==> config.mk <==
export PLATFORM = sky130hd
export DESIGN_NAME = zscore_normalizer_unit
export DESIGN_NICKNAME = d
export VERILOG_FILES = /design/src/rtl/zn_pkg.sv /design/src/rtl/zn_queue.sv /design/src/rtl/zn_div.sv /design/src/rtl/zn_back.sv /design/src/rtl/zscore_normalizer_unit.sv
export SDC_FILE = /design/constraint.sdc
export NUM_CORES = 2
export LEC_CHECK = 0
export ABC_AREA = 0
export BUFFER_PORTS_ARGS = -buffer_cell sky130_fd_sc_hd__buf_2
export CAP_MARGIN = 20
export CORE_ASPECT_RATIO = 0.75
export CORE_MARGIN = 10
export CORE_UTILIZATION = 40
export CTS_BUF_LIST = sky130_fd_sc_hd__clkbuf_2
export CTS_CLUSTER_DIAMETER = 80
export DETAILED_ROUTE_END_ITERATION = 6
export GPL_ROUTABILITY_DRIVEN = 0
export PLACE_DENSITY = 0.59
export REMOVE_ABC_BUFFERS = 1
export SLEW_MARGIN = 25
export SYNTH_ARGS = -nofsm -noshare
export SYNTH_HDL_FRONTEND = slang
export SYNTH_SLANG_ARGS = --single-unit
==> constraint.sdc <==
create_clock -name clk -period 20.3 [get_ports clk]
set_input_delay 1.015 -clock clk [delete_from_list [all_inputs] [get_ports clk]]
set_output_delay 1.015 -clock clk [all_outputs]
set_load 0.03 [all_outputs]
==> src/rtl/zn_pkg.sv <==
`timescale 1ns / 1ps
`default_nettype none
package zn_pkg;

  localparam int MAX_ITEMS  = 64;
  localparam int IDX_W      = 6;
  localparam int CNT_W      = 7;
  localparam int SUM_W      = 23;
  localparam int ACC_W      = 40;
  localparam int DIVD_W     = 41;
  localparam int DIVS_W     = 28;
  localparam int ROOT_W     = 56;
  localparam int ROOT_STEPS = 28;
  localparam int QUEUE_DEPTH = 4;
  localparam int QUEUE_AW    = 2;
  localparam logic [31:0] FLOOR_RESET = 32'd66;
  localparam logic [2:0]  ADDR_VARIANCE_FLOOR = 3'd0;

  typedef struct packed {
    logic               last;
    logic signed [15:0] sample;
  } zn_item_t;

  typedef enum logic [3:0] {
    ST_LOAD,
    ST_MEAN_START,
    ST_MEAN_WAIT,
    ST_DEV_RD,
    ST_DEV_MUL,
    ST_DEV_ACC,
    ST_CHECK,
    ST_VAR_WAIT,
    ST_SQRT,
    ST_SQRT_DONE,
    ST_RECIP_WAIT,
    ST_OUT_RD,
    ST_OUT_MUL,
    ST_OUT_EMIT
  } zn_state_t;

endpackage
`default_nettype wire

==> src/rtl/zn_queue.sv <==
`timescale 1ns / 1ps
`default_nettype none
module zn_queue (
  input  wire logic             clk,
  input  wire logic             rst,
  input  wire logic             push,
  input  wire zn_pkg::zn_item_t push_item,
  output logic                  full,
  input  wire logic             pop,
  output logic                  not_empty,
  output zn_pkg::zn_item_t      pop_item
);
  import zn_pkg::*;

  zn_item_t slots [QUEUE_DEPTH];
  logic [QUEUE_AW-1:0] wr_ptr;
  logic [QUEUE_AW-1:0] rd_ptr;
  logic [QUEUE_AW:0]   fill;
  logic do_push;
  logic do_pop;

  assign full      = (fill == (QUEUE_AW+1)'(QUEUE_DEPTH));
  assign not_empty = (fill != '0);
  assign pop_item  = slots[rd_ptr];
  assign do_push   = push && !full;
  assign do_pop    = pop && not_empty;

  always_ff @(posedge clk) begin
    if (do_push) begin
      slots[wr_ptr] <= push_item;
    end
  end

  always_ff @(posedge clk) begin
    if (rst) begin
      wr_ptr <= '0;
      rd_ptr <= '0;
      fill   <= '0;
    end else begin
      if (do_push) wr_ptr <= wr_ptr + 1'b1;
      if (do_pop)  rd_ptr <= rd_ptr + 1'b1;
      if (do_push && !do_pop) fill <= fill + 1'b1;
      else if (!do_push && do_pop) fill <= fill - 1'b1;
    end
  end

endmodule
`default_nettype wire

==> src/rtl/zn_div.sv <==
`timescale 1ns / 1ps
`default_nettype none
module zn_div (
  input  wire logic                        clk,
  input  wire logic                        rst,
  input  wire logic                        start,
  input  wire logic [zn_pkg::DIVD_W-1:0]   dividend,
  input  wire logic [zn_pkg::DIVS_W-1:0]   divisor,
  output logic                             done,
  output logic [zn_pkg::DIVD_W-1:0]        quotient
);
  import zn_pkg::*;

  // Restoring division, one quotient bit per cycle.
  logic [DIVS_W-1:0] rem;
  logic [DIVS_W-1:0] dvs;
  logic [5:0]        step;
  logic              busy;
  logic [DIVS_W:0]   trial;
  logic              fits;

  assign trial = {rem, quotient[DIVD_W-1]};
  assign fits  = (trial >= {1'b0, dvs});

  always_ff @(posedge clk) begin
    if (start) begin
      quotient <= dividend;
      rem      <= '0;
      dvs      <= divisor;
    end else if (busy) begin
      rem      <= fits ? DIVS_W'(trial - {1'b0, dvs}) : trial[DIVS_W-1:0];
      quotient <= {quotient[DIVD_W-2:0], fits};
    end
  end

  always_ff @(posedge clk) begin
    if (rst) begin
      busy <= 1'b0;
      step <= '0;
      done <= 1'b0;
    end else begin
      done <= 1'b0;
      if (start) begin
        busy <= 1'b1;
        step <= '0;
      end else if (busy) begin
        step <= step + 1'b1;
        if (step == 6'(DIVD_W - 1)) begin
          busy <= 1'b0;
          done <= 1'b1;
        end
      end
    end
  end

endmodule
`default_nettype wire

==> src/rtl/zn_back.sv <==
`timescale 1ns / 1ps
`default_nettype none
module zn_back (
  input  wire logic             clk,
  input  wire logic             rst,
  input  wire logic [31:0]      variance_floor,
  input  wire logic             item_valid,
  input  wire zn_pkg::zn_item_t item,
  output logic                  item_pop,
  output logic                  out_valid,
  input  wire logic             out_ready,
  output logic [15:0]           out_data,
  output logic                  out_last
);
  import zn_pkg::*;

  zn_state_t state;
  zn_state_t state_next;

  logic signed [15:0] store [MAX_ITEMS];
  logic signed [15:0] rdata;
  logic [CNT_W-1:0]   count;
  logic [CNT_W-1:0]   idx;
  logic signed [SUM_W-1:0] sum;
  logic [ACC_W-1:0]   acc;
  logic signed [16:0] mean;
  logic [31:0]        sq;
  logic [31:0]        inv;
  logic               scale;
  logic [ROOT_W-1:0]  rv;
  logic [ROOT_W-1:0]  root;
  logic [ROOT_W-1:0]  rbit;
  logic [4:0]         rstep;
  logic signed [16:0] dreg;
  logic [48:0]        prod;

  logic               div_start;
  logic [DIVD_W-1:0]  div_dividend;
  logic [DIVS_W-1:0]  div_divisor;
  logic               div_done;
  logic [DIVD_W-1:0]  div_q;

  logic               store_ok;
  logic [21:0]        sum_mag;
  logic signed [16:0] dev;
  logic [16:0]        dev_mag;
  logic [ROOT_W-1:0]  rtrial;
  logic               last_idx;
  logic               out_free;
  logic [35:0]        mag13;
  logic signed [19:0] dev8;
  logic [15:0]        result;

  assign store_ok = (count < CNT_W'(MAX_ITEMS));
  assign sum_mag  = sum[SUM_W-1] ? 22'(-sum) : 22'(sum);
  assign dev      = 17'(rdata) - mean;
  assign dev_mag  = dev[16] ? 17'(-dev) : 17'(dev);
  assign rtrial   = root + rbit;
  assign last_idx = (idx == count - 1'b1);
  assign out_free = !out_valid || out_ready;
  assign mag13    = prod[48:13];
  assign dev8     = {dreg, 3'b000};

  zn_div u_div (
    .clk      (clk),
    .rst      (rst),
    .start    (div_start),
    .dividend (div_dividend),
    .divisor  (div_divisor),
    .done     (div_done),
    .quotient (div_q)
  );

  always_comb begin
    if (scale) begin
      if (dreg[16]) begin
        result = (mag13 >= 36'd32768) ? 16'h8000 : 16'(-mag13[15:0]);
      end else begin
        result = (mag13 > 36'd32767) ? 16'h7FFF : mag13[15:0];
      end
    end else begin
      if (dev8 > 20'sd32767) result = 16'h7FFF;
      else if (dev8 < -20'sd32768) result = 16'h8000;
      else result = dev8[15:0];
    end
  end

  always_ff @(posedge clk) begin
    if (rst) state <= ST_LOAD;
    else     state <= state_next;
  end

  always_comb begin
    state_next   = state;
    item_pop     = 1'b0;
    div_start    = 1'b0;
    div_dividend = DIVD_W'(acc);
    div_divisor  = DIVS_W'(count);
    case (state)
      ST_LOAD: begin
        item_pop = item_valid;
        if (item_valid && item.last) state_next = ST_MEAN_START;
      end
      ST_MEAN_START: begin
        div_start    = 1'b1;
        div_dividend = DIVD_W'(sum_mag);
        state_next   = ST_MEAN_WAIT;
      end
      ST_MEAN_WAIT: if (div_done) state_next = ST_DEV_RD;
      ST_DEV_RD:    state_next = ST_DEV_MUL;
      ST_DEV_MUL:   state_next = ST_DEV_ACC;
      ST_DEV_ACC:   state_next = last_idx ? ST_CHECK : ST_DEV_RD;
      ST_CHECK: begin
        if (acc >= ACC_W'(variance_floor)) begin
          div_start  = 1'b1;
          state_next = ST_VAR_WAIT;
        end else begin
          state_next = ST_OUT_RD;
        end
      end
      ST_VAR_WAIT: if (div_done) state_next = ST_SQRT;
      ST_SQRT: if (rstep == 5'(ROOT_STEPS - 1)) state_next = ST_SQRT_DONE;
      ST_SQRT_DONE: begin
        if (root != '0) begin
          div_start    = 1'b1;
          div_dividend = DIVD_W'(64'h1_0000_0000);
          div_divisor  = root[DIVS_W-1:0];
          state_next   = ST_RECIP_WAIT;
        end else begin
          state_next = ST_OUT_RD;
        end
      end
      ST_RECIP_WAIT: if (div_done) state_next = ST_OUT_RD;
      ST_OUT_RD:  state_next = ST_OUT_MUL;
      ST_OUT_MUL: state_next = ST_OUT_EMIT;
      ST_OUT_EMIT: begin
        if (out_free) state_next = last_idx ? ST_LOAD : ST_OUT_RD;
      end
      default: state_next = ST_LOAD;
    endcase
  end

  // Sample store: one write port while loading, one registered read port.
  always_ff @(posedge clk) begin
    if (state == ST_LOAD && item_valid && store_ok) begin
      store[count[IDX_W-1:0]] <= item.sample;
    end
    rdata <= store[idx[IDX_W-1:0]];
  end

  always_ff @(posedge clk) begin
    if (rst) begin
      count     <= '0;
      sum       <= '0;
      acc       <= '0;
      inv       <= '0;
      idx       <= '0;
      out_valid <= 1'b0;
    end else begin
      if (state == ST_OUT_EMIT && out_free) out_valid <= 1'b1;
      else if (out_ready) out_valid <= 1'b0;
      case (state)
        ST_LOAD: begin
          idx <= '0;
          if (item_valid && store_ok) begin
            count <= count + 1'b1;
            sum   <= sum + SUM_W'(item.sample);
          end
        end
        ST_MEAN_WAIT: begin
          acc <= '0;
          if (div_done) mean <= sum[SUM_W-1] ? 17'(-div_q[16:0]) : div_q[16:0];
        end
        ST_DEV_MUL: sq <= 32'(dev * dev);
        ST_DEV_ACC: begin
          acc <= acc + ACC_W'(sq);
          idx <= last_idx ? '0 : idx + 1'b1;
        end
        ST_CHECK: begin
          scale <= (acc >= ACC_W'(variance_floor));
          if (acc < ACC_W'(variance_floor)) inv <= '0;
        end
        ST_VAR_WAIT: begin
          rv    <= {div_q[39:0], 16'h0000};
          root  <= '0;
          rbit  <= ROOT_W'(1) << 54;
          rstep <= '0;
        end
        ST_SQRT: begin
          if (rv >= rtrial) begin
            rv   <= rv - rtrial;
            root <= (root >> 1) + rbit;
          end else begin
            root <= root >> 1;
          end
          rbit  <= rbit >> 2;
          rstep <= rstep + 1'b1;
        end
        ST_SQRT_DONE: if (root == '0) inv <= 32'hFFFF_FFFF;
        ST_RECIP_WAIT: begin
          if (div_done) inv <= (div_q[DIVD_W-1:32] != '0) ? 32'hFFFF_FFFF : div_q[31:0];
        end
        ST_OUT_MUL: begin
          dreg <= dev;
          prod <= 49'(dev_mag) * 49'(inv);
        end
        ST_OUT_EMIT: begin
          if (out_free) begin
            out_data  <= result;
            out_last  <= last_idx;
            idx       <= idx + 1'b1;
            if (last_idx) begin
              count <= '0;
              sum   <= '0;
              acc   <= '0;
            end
          end
        end
        default: ;
      endcase
    end
  end

endmodule
`default_nettype wire

==> src/rtl/zscore_normalizer_unit.sv <==
// Z-score normalizer. Samples (signed Q8.8) arrive on the s_ stream, one per transfer, and
// the transfer with s_tlast high closes a vector of up to 64 samples; samples beyond 64
// are dropped, but their tlast still closes the vector. After the closing sample the unit
// computes the mean (truncated toward zero) and the sum of squared deviations, then sends
// one Q4.11 result per stored sample on the m_ stream, in load order, with m_tlast on the
// final one. If the deviation sum is at or above the variance_floor register (APB address
// 0, Q16.16, reset 66) each centered sample is scaled by 1/sqrt(sum/count); otherwise it
// is only centered. Results saturate. After loading, the unit runs the mean division, the
// deviation pass and the floor check, then variance division, square root and reciprocal
// when scaling, and the output pass, which also waits while m_tready is held low; the pace
// is set by the single sample store read port and the bit-serial divider and root units.
// A four-entry queue ahead of the compute engine keeps accepting samples of the next vector
// while the current one is still being processed, until it fills.
`timescale 1ns / 1ps
`default_nettype none
module zscore_normalizer_unit (
  input  wire logic        clk,
  input  wire logic        rst,
  input  wire logic        s_tvalid,
  output logic             s_tready,
  input  wire logic [15:0] s_tdata,   // [15:0] sample
  input  wire logic        s_tlast,
  output logic             m_tvalid,
  input  wire logic        m_tready,
  output logic [15:0]      m_tdata,   // [15:0] normalized
  output logic             m_tlast,
  input  wire logic        psel,
  input  wire logic        penable,
  input  wire logic        pwrite,
  input  wire logic [2:0]  paddr,
  input  wire logic [31:0] pwdata,
  output logic [31:0]      prdata,
  output logic             pready
);
  import zn_pkg::*;

  logic [31:0] variance_floor;
  logic        q_full;
  logic        q_valid;
  logic        q_pop;
  zn_item_t    q_in;
  zn_item_t    q_out;

  // The configuration register is written in the access phase of an APB write.
  assign pready = 1'b1;
  assign prdata = (paddr == ADDR_VARIANCE_FLOOR) ? variance_floor : 32'h0;

  always_ff @(posedge clk) begin
    if (rst) begin
      variance_floor <= FLOOR_RESET;
    end else if (psel && penable && pwrite && paddr == ADDR_VARIANCE_FLOOR) begin
      variance_floor <= pwdata;
    end
  end

  // Front side: every accepted transfer is queued with its end-of-vector mark.
  assign s_tready    = !q_full;
  assign q_in.sample = s_tdata;
  assign q_in.last   = s_tlast;

  zn_queue u_queue (
    .clk       (clk),
    .rst       (rst),
    .push      (s_tvalid),
    .push_item (q_in),
    .full      (q_full),
    .pop       (q_pop),
    .not_empty (q_valid),
    .pop_item  (q_out)
  );

  // Back side: stores the vector, runs the statistics and drives the result stream.
  zn_back u_back (
    .clk            (clk),
    .rst            (rst),
    .variance_floor (variance_floor),
    .item_valid     (q_valid),
    .item           (q_out),
    .item_pop       (q_pop),
    .out_valid      (m_tvalid),
    .out_ready      (m_tready),
    .out_data       (m_tdata),
    .out_last       (m_tlast)
  );

endmodule
`default_nettype wire

==> results.yml <==
logic_synthesis:
  yosysSeqAreaShare_pct: 45.88
  synth-seq-cells: 1632
  synth_area_um2: 102300
  synth_edf_count: 1425
  synthCells: 8443
  yosysTopAreaCell: "edfxtp_1"
  synth_top_area_share_pct: 41.83
  ys.flop_type: "edfxtp_1"
  synth_area_leaders: "edfxtp_1 42%, fa_1 14%, mux4_2 7.8%, ha_1 5.6%, dfxtp_1 4.1%"
  synth.distinct_cells: 106
  ys_warn_count: 0
  async_reset_ff_share_pct: 0
  avgSynthCellArea_um2: 12.12
die:
  num_rows: 160
  start_util_pct: 40.27
  die_w_um: 604.0
  dieArea_um2: 276600
  die_h_um: 458.0
  pin_count: 111
  core_area_um2: 254000
timing:
  max_freq_ghz: 0.09820
  relSlewSlack_pct: 27.10
  period_share_pct: 50.17
  setup_tns_ps: 0
  finalHoldViolCount: 0
  grt_setup_unrepaired: "false"
  period_needed_ps: 10180
  worst_slack_ps: 10120
  worst_pin_slew_ps: 1094
  fin_skew_ps: 346.8
  final_max_slew_viol_count: 0
  setup_viol: 0
routing:
  wl_um: 280300
  vias: 68170
  vias_per_cell: 5.448
  drc: 0
  drt_iter0_markers: 6891
  ant_nets: 0
  avgRoutedWirePerCell_um: 22.40
  dr.pass1.iters: 6
global_routing:
  grt_use_met1_pct: 30.16
  gr-usage-all-layers_pct: 19.87
  antenna_found_initial: 24
  grt_pass1_vias: 68550
  grt_max_degree: 131
  grt-busiest-layer: "met1"
  grt_overflow: 0
  grt_pass1_wl_um: 426000
  use_met2_pct: 28.79
  use_met3_pct: 4.845
layout:
  final_common_cell: "edfxtp_1"
  seqCellArea_um2: 46950
  drive_gt1_share_pct: 15.11
  syn_to_final_growth_pct: 9.031
  final_area_um2: 111500
  fin_nets: 10030
  layout_common_cells: "1425 x edfxtp_1, 1043 x inv_1, 845 x nand2_1"
  fill_cells: 23470
  multi_input_area_um2: 50080
clocking:
  cts_sinks: 1632
  cts_tree: "yes"
  cts_max_path_buffers: 4
  clkTransAtPathRegs_ps: 110
  ctsHtreeMaxLevel: 5
  clockRootBuffer: "clkbuf_2"
  worst_skew_pair.late_latency_ps: 1670
  cts_buffers: 392
place:
  dp_hpwl_um: 195800
  preCtsSetupSlack_ps: 10140
  io_buffers: 109
  post_dp_cell_area_um2: 107100
worst_setup_path:
  slowest_delay_ps: 700
  cp.required_ps: 21470
  path_common_cell: "fa_1"
  crit_arrival_ps: 11350
  crit_slowest_cell: "nor2_4"
  critPathKind: "reg -> reg"
  critPathMaxFanout: 32
  worstSetupStartpointType: "register"
  endpoint_kind: "register"
run_status:
  status: "finished, final reports clean"
flow_run:
  cap_viol_max_count: 0
worst_hold_path:
  hold_path_class: "in -> reg"
[cell type report]
cell class	count	share of cell area [%]
multi-input combinational	5360	44.90
inverter	1053	3.546
timing repair buffer	359	2.438
clock inverter	136	0.6574
antenna	6	0.01346
sequential	1632	42.10
tap	3402	3.816
clock buffer	564	2.531
[registers in the layout (all words and copies together) (netlist names), 32 cells and up, named ones only]
name                   count
u_back.acc                40
u_back.inv                32
u_back.prod               36
u_back.root               56
u_back.rv                 56
u_back.store            1024
u_back.u_div.quotient     41
u_queue.slots             68
variance_floor            32
[synth_stat cells, drive strengths merged, types with 14 or more instances]
master	count
and3	41
or3	73
inv	1049
edfxtp	1425
nor2	541
mux2i	55
clkbuf	284
o211ai	20
xor2	165
mux4	353
buf	114
and2	246
nand2	845
nand3	85
a21o	110
nor4	37
o22ai	27
or4	15
a31o	14
or2	16
fa	709
o21ai	273
a31oi	68
nor2b	45
a22oi	43
a21oi	351
xnor2	222
a211o	15
ha	460
o31ai	31
dfxtp	207
nor3	84
o21a	53
nand2b	50
nand4	62
a211oi	50
o21bai	32
[layer usage]
metal / up-vias / wire, µm
met5: - / 72
met4: 12 / 5404
met3: 418 / 26930
met2: 2928 / 119000
met1: 34410 / 128900
li1: 30400 / -
[metrics by stage]
| stage | std cells | utilization [%] | hold slack [ps] |
|---|---|---|---|
| 2_1_floorplan | 8045 | - | 438.7 |
| 3_3_place_gp | 11720 | 42.14 | 460.6 |
| 3_5_place_dp | 11720 | 42.16 | 460.9 |
| 4_1_cts | 12500 | 43.87 | 0.7132 |
| 5_1_grt | 12510 | 43.90 | 55.62 |
| 6_report | 12510 | 43.91 | 171.3 |
[cell families after synthesis]
logic type | Yosys count | synth area share [%]
flip-flops | 1632 | 45.88
AO/OA/AOI/OAI | 1199 | 7.482
adder cells (fa/ha/maj) | 1169 | 19.50
multiplexers | 415 | 8.387
AND/OR/NAND/NOR | 2189 | 9.953
XOR/XNOR | 387 | 3.368
other | 1 | 0.003666
buffers and inverters | 1451 | 5.426
[critical path, delay by kind of cell (launching register included)]
family / cells / cell delay, ps
AO/OA/AOI/OAI: 8 / 2030
buffers and inverters: 5 / 560
XOR/XNOR: 2 / 190
AND/OR/NAND/NOR: 9 / 2860
flip-flops: 1 / 390
adder cells (fa/ha/maj): 9 / 3900
[final timing paths]
path | start | endpoint | slack, ps | cells past startpoint
max | u_back.mean[0] | u_back.prod[47] | 10120 | 33
min | m_tready | u_back.out_valid | 170 | 3
max reg2reg | u_back.mean[0] | u_back.prod[47] | 10120 | 33
min reg2reg | variance_floor[24] | variance_floor[24] | 480 | 2
[repair_timing]
item,CTS,global route
gates resized for setup,0,0
hold endpoints to repair,118,0
hold buffers,79,0
setup buffers,0,0
Power is left out: the tool's default activity adds up to more than one toggle a clock period on the data nets, which glitch-free logic cannot reach.
